===== src/sv/bks_pkg.sv =====
// shared types, command codes and size constants for the key stack
package bks_pkg;

    localparam int KEY_W           = 64;
    localparam int KEY_NUM_BYTES   = KEY_W / 8;
    localparam int CMD_W           = 3;
    localparam int DEPTH_OUT_W     = 4;
    localparam int STACK_DEPTH_DEF = 8;
    localparam int KEY_BYTES_DEF   = 8;

    localparam logic [CMD_W-1:0] CMD_PUSH    = 3'd0;
    localparam logic [CMD_W-1:0] CMD_POP     = 3'd1;
    localparam logic [CMD_W-1:0] CMD_REPLACE = 3'd2;
    localparam logic [CMD_W-1:0] CMD_SEARCH  = 3'd3;
    localparam logic [CMD_W-1:0] CMD_CLEAR   = 3'd4;

    typedef struct packed {
        logic [CMD_W-1:0] cmd;
        logic [KEY_W-1:0] key;
    } req_t;

    typedef struct packed {
        logic                   ok;
        logic                   found;
        logic [KEY_W-1:0]       popped_key;
        logic [KEY_W-1:0]       top_key;
        logic [DEPTH_OUT_W-1:0] depth_now;
    } resp_t;

endpackage


===== src/sv/bks_keynorm.sv =====
// key normalizer: cuts a key at its first zero byte and checks its length
module bks_keynorm #(
    parameter int KEY_BYTES = bks_pkg::KEY_BYTES_DEF
) (
    input  logic [bks_pkg::KEY_W-1:0] key_in,
    output logic [bks_pkg::KEY_W-1:0] key_norm,
    output logic                      key_ok
);

    logic [bks_pkg::KEY_NUM_BYTES:0] keep;
    logic                            alive;

    always_comb begin
        alive    = 1'b1;
        keep     = '0;
        key_norm = '0;
        for (int i = 0; i < bks_pkg::KEY_NUM_BYTES; i++) begin
            alive   = alive & (key_in[8*i +: 8] != 8'h00);
            keep[i] = alive;
            if (alive) begin
                key_norm[8*i +: 8] = key_in[8*i +: 8];
            end
        end
        // nonempty and no live byte at or beyond the allowed length
        key_ok = keep[0] & ~keep[KEY_BYTES];
    end

endmodule


===== src/sv/bks_mem.sv =====
// key store: one write port and one registered read port
module bks_mem #(
    parameter int DEPTH = bks_pkg::STACK_DEPTH_DEF,
    parameter int AW    = 3
) (
    input  logic                      aclk,
    input  logic                      we,
    input  logic [AW-1:0]             waddr,
    input  logic [bks_pkg::KEY_W-1:0] wdata,
    input  logic [AW-1:0]             raddr,
    output logic [bks_pkg::KEY_W-1:0] rdata
);

    logic [bks_pkg::KEY_W-1:0] mem [0:DEPTH-1];

    always_ff @(posedge aclk) begin
        if (we) begin
            mem[waddr] <= wdata;
        end
        rdata <= mem[raddr];
    end

endmodule


===== src/sv/bounded_key_stack_with_search.sv =====
// top level of the bounded key stack with membership search
//
//  channel | ports                      | payload       | direction
//  --------+----------------------------+---------------+----------
//  request | s_valid s_ready s_req      | bks_pkg::req_t  | in
//  result  | m_valid m_ready m_resp     | bks_pkg::resp_t | out
//
// push, replace, clear and unknown commands go from accept straight to ST_DONE
// pop passes ST_POP when an entry is left below the new top (store read)
// search of a valid key in a nonempty stack walks ST_SRCH, stops at the first hit
// one request at a time; s_ready is high only while the sequencer is idle
// a result waiting on m_ready does not block the next accept, only its result
// aresetn (sync, active low) empties the stack; the store itself is never swept
module bounded_key_stack_with_search #(
    parameter int STACK_DEPTH = bks_pkg::STACK_DEPTH_DEF,
    parameter int KEY_BYTES   = bks_pkg::KEY_BYTES_DEF
) (
    input  logic            aclk,
    input  logic            aresetn,
    input  logic            s_valid,
    output logic            s_ready,
    input  bks_pkg::req_t   s_req,
    output logic            m_valid,
    input  logic            m_ready,
    output bks_pkg::resp_t  m_resp
);

    // store address and fill count widths
    localparam int AW = (STACK_DEPTH > 1) ? $clog2(STACK_DEPTH) : 1;
    localparam int FW = $clog2(STACK_DEPTH + 1);

    // one-hot sequencer states
    typedef enum logic [3:0] {
        ST_IDLE = 4'b0001,
        ST_SRCH = 4'b0010,
        ST_POP  = 4'b0100,
        ST_DONE = 4'b1000
    } state_t;

    state_t state_reg, state_next;

    logic [FW-1:0]             fill_reg, fill_next;
    logic [FW-1:0]             idx_reg, idx_next;
    logic [bks_pkg::KEY_W-1:0] top_reg, top_next;
    logic [bks_pkg::KEY_W-1:0] key_reg, key_next;
    logic [bks_pkg::KEY_W-1:0] popped_reg, popped_next;
    logic                      ok_reg, ok_next;
    logic                      found_reg, found_next;
    logic                      m_valid_reg, m_valid_next;
    bks_pkg::resp_t            m_resp_reg, m_resp_next;

    // store port
    logic                      mem_we;
    logic [AW-1:0]             mem_waddr;
    logic [bks_pkg::KEY_W-1:0] mem_wdata;
    logic [AW-1:0]             mem_raddr;
    logic [bks_pkg::KEY_W-1:0] mem_rdata;

    logic [bks_pkg::KEY_W-1:0] key_norm;
    logic                      key_ok;
    logic                      accept;
    logic                      not_full;
    logic                      not_empty;
    logic [FW-1:0]             fill_m1;
    logic [FW-1:0]             fill_m2;
    logic [FW-1:0]             idx_inc;
    logic [FW+3:0]             fill_wide;

    bks_keynorm #(
        .KEY_BYTES (KEY_BYTES)
    ) u_keynorm (
        .key_in   (s_req.key),
        .key_norm (key_norm),
        .key_ok   (key_ok)
    );

    bks_mem #(
        .DEPTH (STACK_DEPTH),
        .AW    (AW)
    ) u_mem (
        .aclk  (aclk),
        .we    (mem_we),
        .waddr (mem_waddr),
        .wdata (mem_wdata),
        .raddr (mem_raddr),
        .rdata (mem_rdata)
    );

    assign s_ready   = (state_reg == ST_IDLE);
    assign accept    = s_valid & s_ready;
    assign m_valid   = m_valid_reg;
    assign m_resp    = m_resp_reg;

    assign not_full  = (fill_reg < FW'(STACK_DEPTH));
    assign not_empty = (fill_reg != '0);
    assign fill_m1   = fill_reg - FW'(1);
    assign fill_m2   = fill_reg - FW'(2);
    assign idx_inc   = idx_reg + FW'(1);
    // reported depth is the low bits of the fill count
    assign fill_wide = {4'b0000, fill_reg};

    always_comb begin
        state_next   = state_reg;
        fill_next    = fill_reg;
        idx_next     = idx_reg;
        top_next     = top_reg;
        key_next     = key_reg;
        popped_next  = popped_reg;
        ok_next      = ok_reg;
        found_next   = found_reg;
        m_valid_next = m_valid_reg;
        m_resp_next  = m_resp_reg;
        mem_we       = 1'b0;
        mem_waddr    = fill_reg[AW-1:0];
        mem_wdata    = key_norm;
        mem_raddr    = '0;

        // result taken downstream
        if (m_valid_reg && m_ready) begin
            m_valid_next = 1'b0;
        end

        unique case (state_reg)
            ST_IDLE: begin
                if (accept) begin
                    key_next    = key_norm;
                    ok_next     = 1'b0;
                    found_next  = 1'b0;
                    popped_next = '0;
                    idx_next    = '0;
                    state_next  = ST_DONE;
                    unique case (s_req.cmd)
                        bks_pkg::CMD_PUSH: begin
                            if (key_ok && not_full) begin
                                mem_we    = 1'b1;
                                mem_waddr = fill_reg[AW-1:0];
                                fill_next = fill_reg + FW'(1);
                                top_next  = key_norm;
                                ok_next   = 1'b1;
                            end
                        end
                        bks_pkg::CMD_POP: begin
                            if (not_empty) begin
                                // the cached top is the entry being removed
                                popped_next = top_reg;
                                fill_next   = fill_m1;
                                ok_next     = 1'b1;
                                if (fill_m1 != '0) begin
                                    // fetch the entry below to become the new top
                                    mem_raddr  = fill_m2[AW-1:0];
                                    state_next = ST_POP;
                                end else begin
                                    top_next = '0;
                                end
                            end
                        end
                        bks_pkg::CMD_REPLACE: begin
                            if (key_ok && not_empty) begin
                                mem_we    = 1'b1;
                                mem_waddr = fill_m1[AW-1:0];
                                top_next  = key_norm;
                                ok_next   = 1'b1;
                            end
                        end
                        bks_pkg::CMD_SEARCH: begin
                            ok_next = 1'b1;
                            if (key_ok && not_empty) begin
                                // walk from the bottom entry, one compare a cycle
                                mem_raddr  = '0;
                                state_next = ST_SRCH;
                            end
                        end
                        bks_pkg::CMD_CLEAR: begin
                            // the fill count alone marks entries live
                            fill_next = '0;
                            top_next  = '0;
                            ok_next   = 1'b1;
                        end
                        default: begin
                            // unknown command: no change, ok stays low
                        end
                    endcase
                end
            end
            ST_SRCH: begin
                // read data holds entry idx_reg; next read is issued at once
                mem_raddr = idx_inc[AW-1:0];
                idx_next  = idx_inc;
                if (mem_rdata == key_reg) begin
                    found_next = 1'b1;
                    state_next = ST_DONE;
                end else if (idx_inc == fill_reg) begin
                    state_next = ST_DONE;
                end
            end
            ST_POP: begin
                top_next   = mem_rdata;
                state_next = ST_DONE;
            end
            ST_DONE: begin
                // load the output register once it is free or being emptied
                if (!m_valid_reg || m_ready) begin
                    m_valid_next           = 1'b1;
                    m_resp_next.ok         = ok_reg;
                    m_resp_next.found      = found_reg;
                    m_resp_next.popped_key = popped_reg;
                    m_resp_next.top_key    = top_reg;
                    m_resp_next.depth_now  = fill_wide[3:0];
                    state_next             = ST_IDLE;
                end
            end
            default: begin
                state_next = ST_IDLE;
            end
        endcase
    end

    // control state
    always_ff @(posedge aclk) begin
        if (!aresetn) begin
            state_reg   <= ST_IDLE;
            fill_reg    <= '0;
            top_reg     <= '0;
            m_valid_reg <= 1'b0;
        end else begin
            state_reg   <= state_next;
            fill_reg    <= fill_next;
            top_reg     <= top_next;
            m_valid_reg <= m_valid_next;
        end
    end

    // payload and working registers
    always_ff @(posedge aclk) begin
        idx_reg    <= idx_next;
        key_reg    <= key_next;
        popped_reg <= popped_next;
        ok_reg     <= ok_next;
        found_reg  <= found_next;
        m_resp_reg <= m_resp_next;
    end

endmodule


===== config.mk =====
export PLATFORM = sky130hd
export DESIGN_NAME = bounded_key_stack_with_search
export DESIGN_NICKNAME = d
export VERILOG_FILES = /design/src/sv/bks_pkg.sv /design/src/sv/bks_keynorm.sv /design/src/sv/bks_mem.sv /design/src/sv/bounded_key_stack_with_search.sv
export SDC_FILE = /design/constraint.sdc
export NUM_CORES = 1
export LEC_CHECK = 0
export BUFFER_PORTS_ARGS = -buffer_cell sky130_fd_sc_hd__buf_2
export CORE_MARGIN = 1
export CORE_UTILIZATION = 42
export CTS_CLUSTER_DIAMETER = 30
export DETAILED_ROUTE_END_ITERATION = 10
export GPL_TIMING_DRIVEN = 0
export PLACE_DENSITY = 0.73
export SYNTH_ARGS = -nofsm -noshare
export SYNTH_HDL_FRONTEND = slang
export SYNTH_SLANG_ARGS = --single-unit

===== constraint.sdc =====
create_clock -name aclk -period 7.4 [get_ports aclk]
set_input_delay 0.37 -clock aclk [delete_from_list [all_inputs] [get_ports aclk]]
set_output_delay 0.37 -clock aclk [all_outputs]
set_load 0.03 [all_outputs]

==> results of run 1 <==
==> layer usage <==
layer | up-vias | GRT usage | part of all wire
li1 | 9132 | - | -
met1 | 10467 | 0.2675 | 0.37
met2 | 1184 | 0.3628 | 0.49
met3 | 246 | 0.04757 | 0.089
met4 | 20 | 0.1111 | 0.047
met5 | - | 0 | 0.0012
==> how the worst max path moves through the flow <==
stage                                    startpoint                         end  slack [ns]  depth (start not counted)
final                      fill_reg[0]$_SDFFE_PN0P_  u_mem.mem[5][44]$_DFFE_PP_        3.09                         12
after global routing       fill_reg[0]$_SDFFE_PN0P_  u_mem.mem[5][44]$_DFFE_PP_        2.95                         12
after CTS                  fill_reg[0]$_SDFFE_PN0P_  u_mem.mem[5][44]$_DFFE_PP_        3.14                         12
after detailed placement   fill_reg[0]$_SDFFE_PN0P_  u_mem.mem[5][44]$_DFFE_PP_        3.18                         12
after global placement                      m_ready        m_resp[40]$_DFFE_PP_       -1.77                          3
after floorplan           state_reg[1]$_SDFFE_PN0P_         m_resp[0]$_DFFE_PP_        0.24                          3
==> stage by stage <==
step | util | setup WS [ns]
after floorplan | - | 0.2393
after global placement | 0.4538 | -1.770
after detailed placement | 0.4620 | 3.183
after CTS | 0.5197 | 3.139
after global routing | 0.5198 | 2.951
final | 0.5198 | 3.090
==> what timing repair did <==
item,4_1_cts,5_1_grt
endpoints found under the hold margin,32,0
hold buffers,32,0
resized for setup,0,0
==> power by group <==
part           total [W]  leakage [nW]  switching (W)  internal (W)
combinational   0.000775          4.41       0.000554      0.000222
clock            0.00616          2.11        0.00235       0.00380
sequential       0.00599          8.27       0.000128       0.00586
==> cells in the mapped netlist, types with 3 or more instances <==
library cell,count
edfxtp_1,780
nor2_1,70
or3_1,5
o21ai_0,76
nor4_1,16
and3_1,67
inv_1,6
and2_1,58
nor2b_1,3
nand4_1,22
xnor2_1,70
a21oi_1,29
nor2_2,3
buf_2,48
nand2_1,194
nand2b_1,5
xor2_1,4
o21ai_1,4
nand3_1,4
dfxtp_1,137
clkbuf_1,58
buf_4,13
a211oi_1,9
a22oi_1,9
a221oi_2,63
buf_6,13
a31oi_1,18
ha_1,7
a32o_1,63
nor3b_1,3
a311oi_1,25
mux2i_1,191
o211a_1,16
==> cell families (layout without fill, tap and decap cells) <==
family                     Yosys count  count (layout)  share of synthesized area
AOI/OAI and AO/OA                  335             335                    0.08577
xor gates and xnor gates            74              74                    0.01857
adders and majority gates            7               7                   0.002509
buffers and inverters              144             647                    0.02190
DFF                                917             917                     0.7496
muxes                              191             191                    0.05477
other                                0               4                          0
and+or+nand+nor                    469             469                    0.06692
==> cell type report <==
class | instances | area, um^2 | area share
flip-flops and latches | 917 | 26170 | 0.6130
multi-input cells | 1076 | 8045 | 0.1885
clock buffers | 151 | 3458 | 0.08102
repair buffers | 261 | 1939 | 0.04543
well taps | 1070 | 1339 | 0.03136
clock inverters | 91 | 958.4 | 0.02245
plain buffers | 134 | 726.9 | 0.01703
inverters | 10 | 42.54 | 0.0009966
diodes | 4 | 10.01 | 0.0002345
==> critical path, cell delays in order (launching register included) <==
cell	delay [ns]
dfxtp_1	0.41
clkbuf_1	0.44
inv_1	0.20
ha_1	0.32
or3b_1	0.20
buf_2	0.23
clkbuf_1	0.54
nand4_1	0.18
o41ai_1	0.09
nand2_1	0.21
nor2_4	0.68
buf_16	0.24
buf_16	0.18
==> impl_metrics.ini, run 1 <==
[place]
dp_hpwl_um = 63230
port_buffers = 203
place_inst = 3436
routabilityCongestion = 0.9005
postPlaceCellArea_um2 = 37940

[power_and_ir_drop]
leakage_nw = 14.79
powerDensity_nw_per_um2 = 302.6
worst_ir_drop_vdd_mv = 0.2258
finalPower_w = 0.01292

[flow_run]
maxCapViolCount = 0

[critical_path]
reg2reg_from = fill_reg[0]$_SDFFE_PN0P_
worstPathArrival_ns = 4.70
critPathCaptureType = register
criticalPathCategory = reg2reg
rrSetupSlack_ns = 3.09
reg2reg_to = u_mem.mem[5][44]$_DFFE_PP_
worstPathRequired_ns = 7.79
rr_worst_depth = 12
startpoint_type = register
worst-path-max-fanout = 17

[clock_network]
cts_tree = yes
cts_num_sinks = 917
clk_latency_ns = 0.71
clk_path_buf_depth = 3
cts.clk_slew.worst_paths_ns = 0.06
clockRootBuffer = clkbuf_16
cts_max_level = 4
post_cts_buffers = 0
cts-buffers-inserted = 131

[sta]
fin_crit_sh = 0.5825
hold_viol_final = 0
drv_slew = 0
setup_viol = 0
worst_pin_slew_ns = 1.010
tns_ns = 0
fmax_mhz = 232.0
fin_skew_ns = 0.02610
min_period_ns = 4.310
hold_slack_ns = 0.02876
max_slew_margin = 0.3267
rsz0062_at_grt = no

[route]
vias = 21049
first_pass_iters = 6
wl_per_cell_um = 25.21
vias_per_cell = 5.667
wirelength_um = 93650
antenna_left = 0
drt_iter0_drc = 2343
drc = 0

[finish]
largest_register_ffs = 512
stdcell_count = 3714
nets = 2609
fillers = 6300
drive_above_1_share = 0.2352
layout_common_cells = edfxtp_1, buf_2, nand2_1
area_growth_syn_to_layout_pct = 22.28
fin_area_um2 = 42680
final_common_cell = edfxtp_1

[logic_synthesis]
synth_top_cell_by_area = edfxtp_1
yosysSeqAreaShare = 0.7496
ys.flop_type = edfxtp_1
synthArstFlopShare = 0
synth_seq_cells = 917
ys_top_cells_by_area = edfxtp_1, dfxtp_1, mux2i_1, a221oi_2, nand2_1
syn_nets = 2215
ys_warn_count = 0
synth_top_cell_area_share = 0.6710
synth_edf_count = 780
ys_types = 68
syn-mean-instance-area_um2 = 16.33
syn_inst = 2137
syn_area_um2 = 34910

[die]
chipWidth_um = 290.3
io_pins = 207
coreArea_um2 = 82110
rows = 105
fp.dieH_um = 290.3
start_util = 0.4251
die_area_um2 = 84270

[worst_hold_path]
hold_depth = 3
worstHoldStart = s_req[27]
hold_end = top_reg[27]$_SDFFE_PN0P_
hp-class = in2reg

[global_route]
antenna_found_initial = 14
first_global_vias = 21106
grt_pass1_wl_um = 135600
grt-ovfl-total = 0
grt_usage = 0.2180
grt_max_degree = 84

[outcome]
status = completed
No activity file was read; power rests on OpenSTA's default activity.
==> run 2: changes to the inputs <==
--- a/config.mk
+++ b/config.mk
@@ -5,13 +5,14 @@
 export SDC_FILE = /design/constraint.sdc
 export NUM_CORES = 1
 export LEC_CHECK = 0
+export ABC_AREA = 1
 export BUFFER_PORTS_ARGS = -buffer_cell sky130_fd_sc_hd__buf_2
 export CORE_MARGIN = 1
 export CORE_UTILIZATION = 42
 export CTS_CLUSTER_DIAMETER = 30
 export DETAILED_ROUTE_END_ITERATION = 10
 export GPL_TIMING_DRIVEN = 0
-export PLACE_DENSITY = 0.73
+export PLACE_DENSITY = 0.7
 export SYNTH_ARGS = -nofsm -noshare
 export SYNTH_HDL_FRONTEND = slang
 export SYNTH_SLANG_ARGS = --single-unit
==> constraint.sdc (replaced) <==
create_clock -name aclk -period 4.4 [get_ports aclk]
set_input_delay 0.22 -clock aclk [delete_from_list [all_inputs] [get_ports aclk]]
set_output_delay 0.22 -clock aclk [all_outputs]
set_load 0.03 [all_outputs]
==> impl_metrics.ini, run 2 <==
[logic_synthesis]
synth_top_cell_area_share = 0.6186
synthMostInstantiatedCell = nand2_1
syn-mean-instance-area_um2 = 10.52
ys_warn_count = 0
synth_top_cell_by_area = edfxtp_1
synthArstFlopShare = 0
syn_nets = 3678
ys.flop_type = edfxtp_1
syn_area_um2 = 37870
yosysSeqAreaShare = 0.6910
synth.cells.most_frequent = nand2_1, edfxtp_1, inv_1
ys_types = 34
syn_inst = 3600
ys_top_cells_by_area = edfxtp_1, nand2_1, dfxtp_1, inv_1, nand3_1
synth_edf_count = 780
synth_seq_cells = 917

[route]
vias = 26805
drt_iter0_drc = 2950
wirelength_um = 102200
first_pass_iters = 6
antenna_left = 0
vias_per_cell = 5.068
drc = 0
wl_per_cell_um = 19.32

[die]
fp.dieH_um = 302.3
io_pins = 207
start_util = 0.4265
die_area_um2 = 91360
rows = 109
chipWidth_um = 302.3
coreArea_um2 = 88780

[power_and_ir_drop]
seqPwrFrac = 0.425
worst_ir_drop_vdd_mv = 0.3481
clkPwrFrac = 0.445
leakage_nw = 19.48
intPower_w = 0.01875
swShare = 0.2680
switchingPower_w = 0.006865
powerDensity_nw_per_um2 = 554.5
p_comb_frac = 0.131

[sta]
tns_ns = 0
hold_slack_ns = 0.03221
fin_crit_sh = 0.8593
setup_viol = 0
worst_pin_slew_ns = 1.103
max_slew_margin = 0.2648
rsz0062_at_grt = no
fmax_mhz = 264.5
drv_slew = 0
min_period_ns = 3.781
hold_viol_final = 0
fin_skew_ns = 0.02466

[critical_path]
critPathCaptureType = register
criticalPathCategory = reg2reg
worstPathArrival_ns = 4.20
worst-path-max-fanout = 22
crit_path_top_delay_cell = nor2_4
crit_family = simple AND/OR/NAND/NOR gates
worstPathRequired_ns = 4.81
startpoint_type = register
critical-path-max-stage-delay_ns = 0.72
crit_path_cell_trace = inv_2 -> nand4_1 -> nor2_4 -> buf_16 -> nand4_1 -> xor2_1 -> nand2_2 -> nor2_4 -> buf_12 -> buf_12
crit_buf_inv = 4

[outcome]
status = completed

[finish]
largest_register_ffs = 512
drive_above_1_share = 0.1502
fin_area_um2 = 46200
final_common_cell = nand2_1
layout_common_cells = nand2_1, edfxtp_1, inv_1
area_growth_syn_to_layout_pct = 22.00
nets = 4079

[global_route]
grt-ovfl-total = 0
first_global_vias = 25691
grt_max_degree = 32
antenna_found_initial = 10
grt_usage = 0.2230
grt_pass1_wl_um = 152100

[clock_network]
clk_latency_ns = 0.73
clk_path_buf_depth = 3
cts_tree = yes
cts_num_sinks = 917
clockRootBuffer = clkbuf_16
cts.clk_slew.worst_paths_ns = 0.05
cts_resized = 0
cts-buffers-inserted = 142
cts_max_level = 4

[place]
routabilityCongestion = 0.8876
port_buffers = 205
postPlaceCellArea_um2 = 41050
dp_hpwl_um = 70530

[worst_hold_path]
hp-class = in2reg

[flow_run]
maxCapViolCount = 0
==> run 2: changes by cell type in the layout (fill, tap and decap cells not counted), moves of 58 or more <==
cell | previous run | this run
a221oi_2 | 63 | 0
a32o_1 | 63 | 0
and2_1 | 58 | 0
and3_1 | 67 | 0
inv_1 | 6 | 513
mux2i_1 | 191 | 0
nand2_1 | 194 | 1035
nand3_1 | 4 | 333
nand3b_1 | 2 | 128
nor2_1 | 62 | 260
xnor2_1 | 70 | 2
==> run 2: cell type report <==
| cell class | instances | area, um^2 |
|---|---|---|
| Antenna cell | 4 | 10.01 |
| Timing Repair Buffer | 257 | 1842 |
| Clock inverter | 95 | 1051 |
| Buffer | 174 | 865.8 |
| Inverter | 524 | 1967 |
| Sequential cell | 917 | 26170 |
| Fill cell | 7326 | 42590 |
| Tap cell | 1165 | 1458 |
| Multi-Input combinational cell | 1985 | 8960 |
| Clock buffer | 168 | 3872 |
==> run 2: cells by family (layout without fill, tap and decap cells) <==
| kind of cell | count (synthesis) | count (layout) | share of synthesized area |
|---|---|---|---|
| AOI/OAI and AO/OA | 147 | 147 | 0.02085 |
| other | 0 | 4 | 0 |
| and+or+nand+nor | 1813 | 1813 | 0.2069 |
| adders and majority gates | 7 | 7 | 0.002313 |
| DFF | 917 | 917 | 0.6910 |
| buffers and inverters | 698 | 1218 | 0.07481 |
| xor gates and xnor gates | 18 | 18 | 0.004163 |
==> run 2: path summary, 6_finish.rpt <==
path	depth (start not counted)	from	to	slack, ns
worst max-delay path	10	state_reg[3]$_SDFFE_PN0P_	u_mem.mem[5][56]$_DFFE_PP_	0.62
worst min-delay path	2	s_req[2]	u_mem.mem[1][2]$_DFFE_PP_	0.03
worst max register to register	10	state_reg[3]$_SDFFE_PN0P_	u_mem.mem[5][56]$_DFFE_PP_	0.62
worst min register to register	0	popped_reg[53]$_SDFFCE_PN0P_	m_resp[121]$_DFFE_PP_	0.41
==> run 2: power by group through the flow <==
stage               combinational [W]  clock (W)  sequential, W
detailed placement            0.00327          0         0.0110
floorplan                     0.00186          0         0.0112
CTS                           0.00332     0.0115         0.0109
global route                  0.00366     0.0119         0.0110
global placement              0.00308          0         0.0111
finish                        0.00335     0.0114         0.0109
==> run 2: layer usage <==
layer  global-route usage  vias to the layer above  wire [um]
met3              0.05193                      193       9624
met2               0.3610                     1275      48750
met5                    0                        -         80
li1                     -                    12605          -
met1               0.2901                    12718      40850
met4              0.08742                       14       2875
==> run 2: stage by stage <==
step                      setup slack, ns  power, W  utilization  std cells
after floorplan                   -0.8393   0.01308            -       3600
after global placement             -3.002   0.01415       0.4556       4970
after detailed placement           0.6071   0.01430       0.4624       5001
after CTS                          0.6433   0.02566       0.5202       5285
after global routing               0.4147   0.02648       0.5202       5286
final                              0.6190   0.02562       0.5203       5289
==> run 2: repair_timing <==
action                    4_1_cts  5_1_grt
hold buffers                   21        0
buffers inserted                0        0
hold endpoints to repair       51        0
